[config.mk]
export PLATFORM = sky130hd
export DESIGN_NAME = rgcg_ctrl
export DESIGN_NICKNAME = d
export VERILOG_FILES = /design/src/design/rgcg_pkg.sv /design/src/design/rgcg_ctrl.sv
export SDC_FILE = /design/constraint.sdc
export NUM_CORES = 1
export LEC_CHECK = 0
export ABC_AREA = 1
export BUFFER_PORTS_ARGS = -buffer_cell sky130_fd_sc_hd__buf_2
export CAP_MARGIN = 10
export CORE_MARGIN = 3
export CORE_UTILIZATION = 35
export DETAILED_ROUTE_END_ITERATION = 16
export PLACE_DENSITY_LB_ADDON = 0.05
export SYNTH_ARGS = -nofsm -noshare
export SYNTH_HDL_FRONTEND = slang
export SYNTH_SLANG_ARGS = --single-unit
[constraint.sdc]
create_clock -name clk -period 2.4 [get_ports clk]
set_input_delay 0.48 -clock clk [delete_from_list [all_inputs] [get_ports clk]]
set_output_delay 0.48 -clock clk [all_outputs]
set_load 0.05 [all_outputs]
[src/design/rgcg_pkg.sv]
`default_nettype none
// ----------------------------------------------------------------------------
// rgcg_pkg: shared definitions of the random glissando curve generator
// Constants, register indexes, datapath op codes and the structs that link
// the controller, the datapath and the random number generator.
// ----------------------------------------------------------------------------
package rgcg_pkg;

	localparam int PHASE_BITS_DEF = 24;

	localparam int          MT_N        = 624;
	localparam int          MT_M        = 397;
	localparam int          MT_IDXW     = 10;
	localparam logic [31:0] MT_MATRIX   = 32'h9908_B0DF;
	localparam logic [31:0] MT_SEED_MUL = 32'd1812433253;
	localparam logic [31:0] SEED_DEF    = 32'd5489;

	localparam logic [31:0] POW_BIAS  = 32'd1072632447;
	localparam logic [31:0] LOG2E_Q30 = 32'd1549082005;
	localparam logic [23:0] POWER_ONE = 24'h01_0000;
	localparam logic [23:0] POWER_MAX = 24'hFF_FFFF;

	localparam logic [2:0] REG_START_LOW  = 3'd0;
	localparam logic [2:0] REG_START_HIGH = 3'd1;
	localparam logic [2:0] REG_END_LOW    = 3'd2;
	localparam logic [2:0] REG_END_HIGH   = 3'd3;
	localparam logic [2:0] REG_CURVE_EXP  = 3'd4;
	localparam logic [2:0] REG_CURVE_SPR  = 3'd5;
	localparam logic [2:0] REG_RNG_SEED   = 3'd6;

	localparam logic [3:0] OP_IDLE  = 4'd0;
	localparam logic [3:0] OP_LOAD  = 4'd1;
	localparam logic [3:0] OP_SCALE = 4'd2;
	localparam logic [3:0] OP_SET   = 4'd3;
	localparam logic [3:0] OP_LOG   = 4'd4;
	localparam logic [3:0] OP_EXP1  = 4'd5;
	localparam logic [3:0] OP_EXP2  = 4'd6;
	localparam logic [3:0] OP_EXP3  = 4'd7;
	localparam logic [3:0] OP_NORM  = 4'd8;
	localparam logic [3:0] OP_POW   = 4'd9;
	localparam logic [3:0] OP_HP    = 4'd10;
	localparam logic [3:0] OP_TERM  = 4'd11;
	localparam logic [3:0] OP_SHIFT = 4'd12;
	localparam logic [3:0] OP_SUM   = 4'd13;

	localparam logic [1:0] DRAW_START  = 2'd0;
	localparam logic [1:0] DRAW_END    = 2'd1;
	localparam logic [1:0] DRAW_OFFSET = 2'd2;

	typedef struct packed {
		logic [3:0] op;
		logic [1:0] sel;
	} dp_cmd_t;

	typedef struct packed {
		logic fresh;
		logic zero;
		logic norm_done;
	} dp_stat_t;

	typedef struct packed {
		logic ready;
		logic done;
	} rng_stat_t;

	typedef struct packed {
		logic signed [31:0] start_min;
		logic signed [31:0] start_max;
		logic signed [31:0] end_min;
		logic signed [31:0] end_max;
		logic signed [23:0] curve_exponent;
		logic [22:0]        curve_spread;
	} cfg_t;

endpackage
`default_nettype wire

[src/design/rgcg_ctrl.sv]
`default_nettype none
// ----------------------------------------------------------------------------
// rgcg_ctrl: sequencing state machine
// Accepts one phase beat, runs the glide start and curve steps on the
// datapath and holds the output beat until it is taken.
// ----------------------------------------------------------------------------
module rgcg_ctrl import rgcg_pkg::*; (
	input  logic      clk,
	input  logic      arst_n,
	input  logic      in_valid,
	output logic      in_ready,
	output logic      out_valid,
	input  logic      out_ready,
	input  rng_stat_t rng_stat,
	output logic      draw_req,
	input  dp_stat_t  dp_stat,
	output dp_cmd_t   cmd
);

	localparam logic [3:0] S_IDLE  = 4'd0;
	localparam logic [3:0] S_CHK   = 4'd1;
	localparam logic [3:0] S_DREQ  = 4'd2;
	localparam logic [3:0] S_DWAIT = 4'd3;
	localparam logic [3:0] S_DSET  = 4'd4;
	localparam logic [3:0] S_LOG   = 4'd5;
	localparam logic [3:0] S_E1    = 4'd6;
	localparam logic [3:0] S_E2    = 4'd7;
	localparam logic [3:0] S_E3    = 4'd8;
	localparam logic [3:0] S_NORM  = 4'd9;
	localparam logic [3:0] S_POW   = 4'd10;
	localparam logic [3:0] S_HP    = 4'd11;
	localparam logic [3:0] S_TERM  = 4'd12;
	localparam logic [3:0] S_SHIFT = 4'd13;
	localparam logic [3:0] S_SUM   = 4'd14;

	logic [3:0] state_q;
	logic [3:0] state_n;
	logic [1:0] cnt_q;
	logic [1:0] cnt_n;
	logic       out_valid_q;
	logic       out_load;

	always_comb begin
		state_n  = state_q;
		cnt_n    = cnt_q;
		cmd.op   = OP_IDLE;
		cmd.sel  = cnt_q;
		draw_req = 1'b0;
		in_ready = 1'b0;
		out_load = 1'b0;
		unique case (state_q)
			S_IDLE: begin
				in_ready = rng_stat.ready;
				if (in_valid && rng_stat.ready) begin
					cmd.op  = OP_LOAD;
					state_n = S_CHK;
				end
			end
			S_CHK: begin
				cnt_n   = DRAW_START;
				state_n = dp_stat.fresh ? S_DREQ : S_NORM;
			end
			S_DREQ: begin
				draw_req = 1'b1;
				state_n  = S_DWAIT;
			end
			S_DWAIT: begin
				if (rng_stat.done) begin
					cmd.op  = OP_SCALE;
					state_n = S_DSET;
				end
			end
			S_DSET: begin
				cmd.op = OP_SET;
				if (cnt_q == DRAW_OFFSET) begin
					state_n = S_LOG;
				end else begin
					cnt_n   = cnt_q + 1'b1;
					state_n = S_DREQ;
				end
			end
			S_LOG: begin
				cmd.op  = OP_LOG;
				state_n = S_E1;
			end
			S_E1: begin
				cmd.op  = OP_EXP1;
				state_n = S_E2;
			end
			S_E2: begin
				cmd.op  = OP_EXP2;
				state_n = S_E3;
			end
			S_E3: begin
				cmd.op  = OP_EXP3;
				state_n = S_NORM;
			end
			S_NORM: begin
				priority if (dp_stat.zero) begin
					state_n = S_SUM;
				end else if (dp_stat.norm_done) begin
					state_n = S_POW;
				end else begin
					cmd.op = OP_NORM;
				end
			end
			S_POW: begin
				cmd.op  = OP_POW;
				state_n = S_HP;
			end
			S_HP: begin
				cmd.op  = OP_HP;
				state_n = S_TERM;
			end
			S_TERM: begin
				cmd.op  = OP_TERM;
				state_n = S_SHIFT;
			end
			S_SHIFT: begin
				cmd.op  = OP_SHIFT;
				state_n = S_SUM;
			end
			S_SUM: begin
				if (!out_valid_q || out_ready) begin
					cmd.op   = OP_SUM;
					out_load = 1'b1;
					state_n  = S_IDLE;
				end
			end
			default: state_n = S_IDLE;
		endcase
	end

	always_ff @(posedge clk or negedge arst_n) begin
		if (!arst_n) begin
			state_q     <= S_IDLE;
			cnt_q       <= DRAW_START;
			out_valid_q <= 1'b0;
		end else begin
			state_q <= state_n;
			cnt_q   <= cnt_n;
			if (out_load) begin
				out_valid_q <= 1'b1;
			end else if (out_ready) begin
				out_valid_q <= 1'b0;
			end
		end
	end

	assign out_valid = out_valid_q;

endmodule
`default_nettype wire

### After elaboration in Yosys (flattened, before gate mapping)

Cells that the tools add are included.

| word-level totals | value |
|---|---|
| memories | 0 |
| register bits | 7 |
| RAM bits | 0 |
| memory bits (read-only) | 0 |
| latch bits | 0 |
| input port bits | 9 |
| logic and storage cells | 54 |
| output and inout port bits | 9 |

| cells by class | value |
|---|---|
| div/mod/pow operators | 0 |
| magnitude comparators | 0 |
| reduce and logical (&&, ||, !) cells | 8 |
| $add $sub $neg | 1 |
| $mul | 0 |
| bitwise gates (word level) | 0 |
| eq/ne operators | 20 |
| muxes and demuxes | 22 |
| shifts and indexed selects | 0 |

Operators by type and width:

| operator | count |
|---|---|
| $pmux W4 S15 | 1 |
| $pmux W4 S13 | 1 |
| $mux W4 | 9 |
| $eq A4 B4 Y1 const B | 7 |
| $eq A4 B3 Y1 const B | 4 |
| $eq A4 B2 Y1 const B | 2 |
| $ne A2 B2 Y1 const B | 4 |
| $mux W1 | 7 |
| $eq A4 B1 Y1 const B | 1 |
| $logic_not A4 Y1 | 1 |
| $mux W2 | 2 |
| $pmux W2 S2 | 1 |
| $reduce_and A4 Y1 | 1 |
| $reduce_bool A2 Y1 | 2 |
| $mux W3 | 1 |
| $ne A3 B3 Y1 const B | 1 |
| $add A2 B1 Y2 const B | 1 |
| $eq A2 B2 Y1 const B | 1 |
| $reduce_and A2 Y1 | 1 |
| $logic_and A1 B1 Y1 | 1 |
| $logic_not A1 Y1 | 1 |
| $logic_or A1 B1 Y1 | 1 |

### Logic depth before layout (Yosys ltp)

| depth | value |
|---|---|
| depth after elaboration | 5 |
| mapped depth | 8 |
| mapped depth without buffers | 8 |

### Least setup slack after synthesis

Ideal clock, no wire load.

| timing path | value |
|---|---|
| path type | reg2out |
| start point | reg out_valid_q (netlist: out_valid) |
| end point | out cmd[2] (netlist bit) |
| path buffers | 0 |
| arrival time | 1.516 ns |
| path slack | 0.404 ns |
| required time | 1.920 ns |
| cell stages (with the launch flop) | 6 |
| cell sequence | dfrtp_1 inv_1 nor2_1 inv_1 nand2_2 o2111ai_1 |

RTL lines:

| what | RTL line | source |
|---|---|---|
| start: declaration | rgcg_ctrl.sv:40 | `logic out_valid_q;` |
| start signal: assignment | rgcg_ctrl.sv:138 | `out_valid_q <= 1'b0;` |
| start signal: assignment | rgcg_ctrl.sv:143 | `out_valid_q <= 1'b1;` |
| start signal: assignment | rgcg_ctrl.sv:145 | `out_valid_q <= 1'b0;` |
| end: declaration | rgcg_ctrl.sv:17 | `output dp_cmd_t cmd` |

==> summary.log <==
qor: setup_path.most_repeated_library_cell_on_the_critical_path nand2_1
qor: global_route.globalRoute.totalOverflow 0
qor: pwr.p_leak 0.436 nW
qor: die.rows 14
qor: drt.detailedRoute.firstIterationViolations 21
qor: global_route.number_of_antenna_violations_at_the_first_check_in_global_routing 0
qor: synthesis.syn_area 617 µm²
qor: die.design.die.area 2300 µm²
qor: timing.slew-limit-headroom 75.7%
qor: synthesis.post_synthesis_instance_total 94
qor: setup_path.worstPathCellList inv_2, nor2_4, nand2_1, o21ai_0, nor2_1, nand2_1, buf_2
qor: synthesis.synth_top_cells_by_area dfrtp_1, nand2_1, inv_1, nand3_1, nand2_2
qor: die.boundaryPins 18
qor: timing.hold_viol 0
qor: synthesis.synth_compound_area_share 12.0%
qor: placement.numPortBuffers 17
qor: layout.postLayoutCellArea 748 µm²
qor: synthesis.synth.yosys.warnings 0
qor: timing.final.setup.worst_slack 0.301 ns
qor: drt.route.detailed.vias_per_inst 5.30
qor: setup_path.r2r_setup_slack 1.07 ns
qor: synthesis.yosys-top-cells-count nand2_1, inv_1, nand3_1, nor2_1, dfrtp_1
qor: clock_tree.htreeDepth 1
qor: layout.antenna_cells 0
qor: clock_tree.clkSinkCount 7
qor: timing.rsz0062_at_grt false
qor: timing.whs 0.0522 ns
qor: synthesis.synthXorXnorAreaFrac 0%
qor: clock_tree.cts-root-to-sink-buffers 2
qor: placement.finalWeightedCongestion 0.809
qor: drt.vias 694
qor: timing.max_slew.worst_pin.slew 0.364 ns
qor: layout.final_cells 131
qor: clock_tree.clkSlewWorstSetupHoldPaths 0.05 ns
qor: synthesis.postSynth.asyncResetShare 100%
qor: layout.final_layout_size_suffix_gt1_share 30.4%
qor: synthesis.synth_simple_gate_area_share 48.7%
qor: layout.n_fill_cell 182
qor: drt.wl_per_cell 11.4 µm
qor: placement.dpl_cell_area 722 µm²
qor: pwr.power 1.19 mW
qor: setup_path.critPathMaxFanout 7
qor: timing.slew_violations 0
qor: clock_tree.cts-hold-fix-buffers 0
qor: synthesis.largest_family_of_logic_cells_by_synthesized_area simple AND/OR/NAND/NOR gates
qor: global_route.grt_start_max_net_pins 8
qor: synthesis.synth.area.mux_share 1.62%
qor: clock_tree.post-cts-setup-buffers 0
qor: setup_path.crit_family flip-flops
qor: drt.drt.antenna.violating_nets 0
qor: global_route.grt_pass1_vias 609
qor: synthesis.synth_area_leader_cell dfrtp_1
qor: synthesis.synth_fp_nets 104
qor: synthesis.ys.flop_type dfrtp_1
qor: hold_path.min_path_type in2async
qor: setup_path.cp_num_buf_inv 2
qor: setup_path.worst_setup_path_end_kind output port
qor: setup_path.cp_data_required_time 1.92 ns
qor: clock_tree.clock_tree_from_tritoncts built
qor: setup_path.cp_slowest_cell dfrtp_1
qor: job.maxCapViolCount 0
qor: placement.detailed_place_hpwl 1220 µm
qor: synthesis.synth_top_cell_area_share 28.4%
qor: drt.firstDrtPassIters 4
qor: layout.area_delta_synth_final 21.3%
qor: layout.final_nets 126
qor: pwr.cellPowerDensity 1590 nW/µm²
qor: placement.place.detailed.instances 127
qor: clock_tree.clock_insertion_delay_worst_skew 0.25 ns
qor: clock_tree.cts_root_buf clkbuf_4
qor: die.core_area 1580 µm²
qor: timing.clock_skew 0.00368 ns
qor: drt.routed_wl 1490 µm
qor: clock_tree.postCtsResizedCells 0
qor: timing.sum_of_negative_setup_slack 0 ns
qor: synthesis.post-synth-top-count-cell nand2_1
qor: die.floorplan.die.height 48.0 µm
qor: setup_path.critical_path_arrival 1.62 ns
qor: synthesis.synth_fa_ha_area_share 2.03%
qor: setup_path.critical_path_class reg2out
qor: global_route.grt.total_usage 16.0%
qor: die.die_w 48.0 µm
qor: timing.finalCriticalPeriod 2.10 ns
qor: drt.drcViolationCount 0
qor: timing.fmax 0.476 GHz
qor: pwr.power.ir.vdd_worst 0.616 mV
qor: timing.finalCritPeriodShare 87.5%
qor: status.status finished clean
qor: synthesis.ys_types 22
qor: synthesis.synth_enable_flop_cells 0
qor: setup_path.timing.critical_path.from_type flip-flop
qor: synthesis.yosysSeqAreaShare 28.4%
qor: timing.final-setup-viol-count 0
qor: synthesis.yosys_register_bits 7
qor: die.floorplan.initialDensity 39.1%
qor: placement.worst_setup_timing_slack_at_the_placement_stage 0.547 ns
qor: global_route.grt_pass1_wl 2510 µm
qor: synthesis.synth.avg_cell_area 6.56 µm²
qor: setup_path.critical_path.max_stage_delay 0.48 ns
qor: layout.finish.utilization 47.5%
qor: clock_tree.cts_inserted_buffers 3
[placed cells by master (no fill, tap or decap)]
master / n
nand2_2: 6
nor2_1: 8
a21oi_1: 2
nand4_1: 2
o22ai_1: 2
and3_2: 1
o21ai_0: 4
clkbuf_4: 3
nor2_2: 3
nand3_1: 8
buf_2: 17
o21bai_1: 1
nand2_1: 28
nand2_4: 1
a31oi_1: 1
o21ai_2: 1
o2111ai_1: 1
nand3b_1: 2
nor2_4: 2
inv_1: 11
clkbuf_1: 1
mux2i_1: 1
inv_2: 1
dfrtp_1: 7
ha_1: 1
[sequential cells by signal, summed over array words and instances (netlist names)]
| signal | flops |
|---|---|
| state_q | 4 |
| cnt_q | 2 |
| out_valid | 1 |
[path summary, 6_finish.rpt]
| kind | endpoint | startpoint | cells past startpoint |
|---|---|---|---|
| min in group clk | state_q[2]$_DFFE_PN0P_ | out_ready | 4 |
| setup / recovery | cmd[4] | state_q[2]$_DFFE_PN0P_ | 7 |
| setup reg to reg | cnt_q[0]$_DFFE_PN0P_ | state_q[1]$_DFFE_PN0P_ | 4 |
| max in group asynchronous | cnt_q[1]$_DFFE_PN0P_ | arst_n | 1 |
| hold / removal | out_valid$_DFFE_PN0P_ | arst_n | 1 |
| hold reg to reg | cnt_q[1]$_DFFE_PN0P_ | cnt_q[1]$_DFFE_PN0P_ | 2 |
[cell type report]
cell class,instances,area (µm²),area share (%)
multi-input combinational,75,397,53.0
sequential,7,175,23.4
timing repair buffer,17,85.1,11.4
inverter,12,45.0,6.02
clock buffer,4,26.3,3.51
tap,16,20.0,2.68
[where the power goes]
group | internal [mW] | switching, mW
logic | 0.225 | 0.626
registers | 0.167 | 0.0698
clock network | 0.0633 | 0.0407
total | 0.456 | 0.736
[layer usage]
| metal | track usage [%] | up-vias | wire (µm) |
|---|---|---|---|
| met4 | 4.84 | 0 | 0 |
| met3 | 6.02 | 0 | 100 |
| met5 | 0 | - | 0 |
| li1 | - | 354 | - |
| met2 | 24.5 | 24 | 680 |
| met1 | 20.7 | 316 | 712 |
[kinds of logic (layout without fill, tap and decap cells)]
group	count (synthesis)	count (layout)
simple gates	61	61
fa+ha+maj	1	1
mux	1	1
flops	7	7
compound gates	12	12
buf+inv	12	33
(Power assumes the default switching activity.)
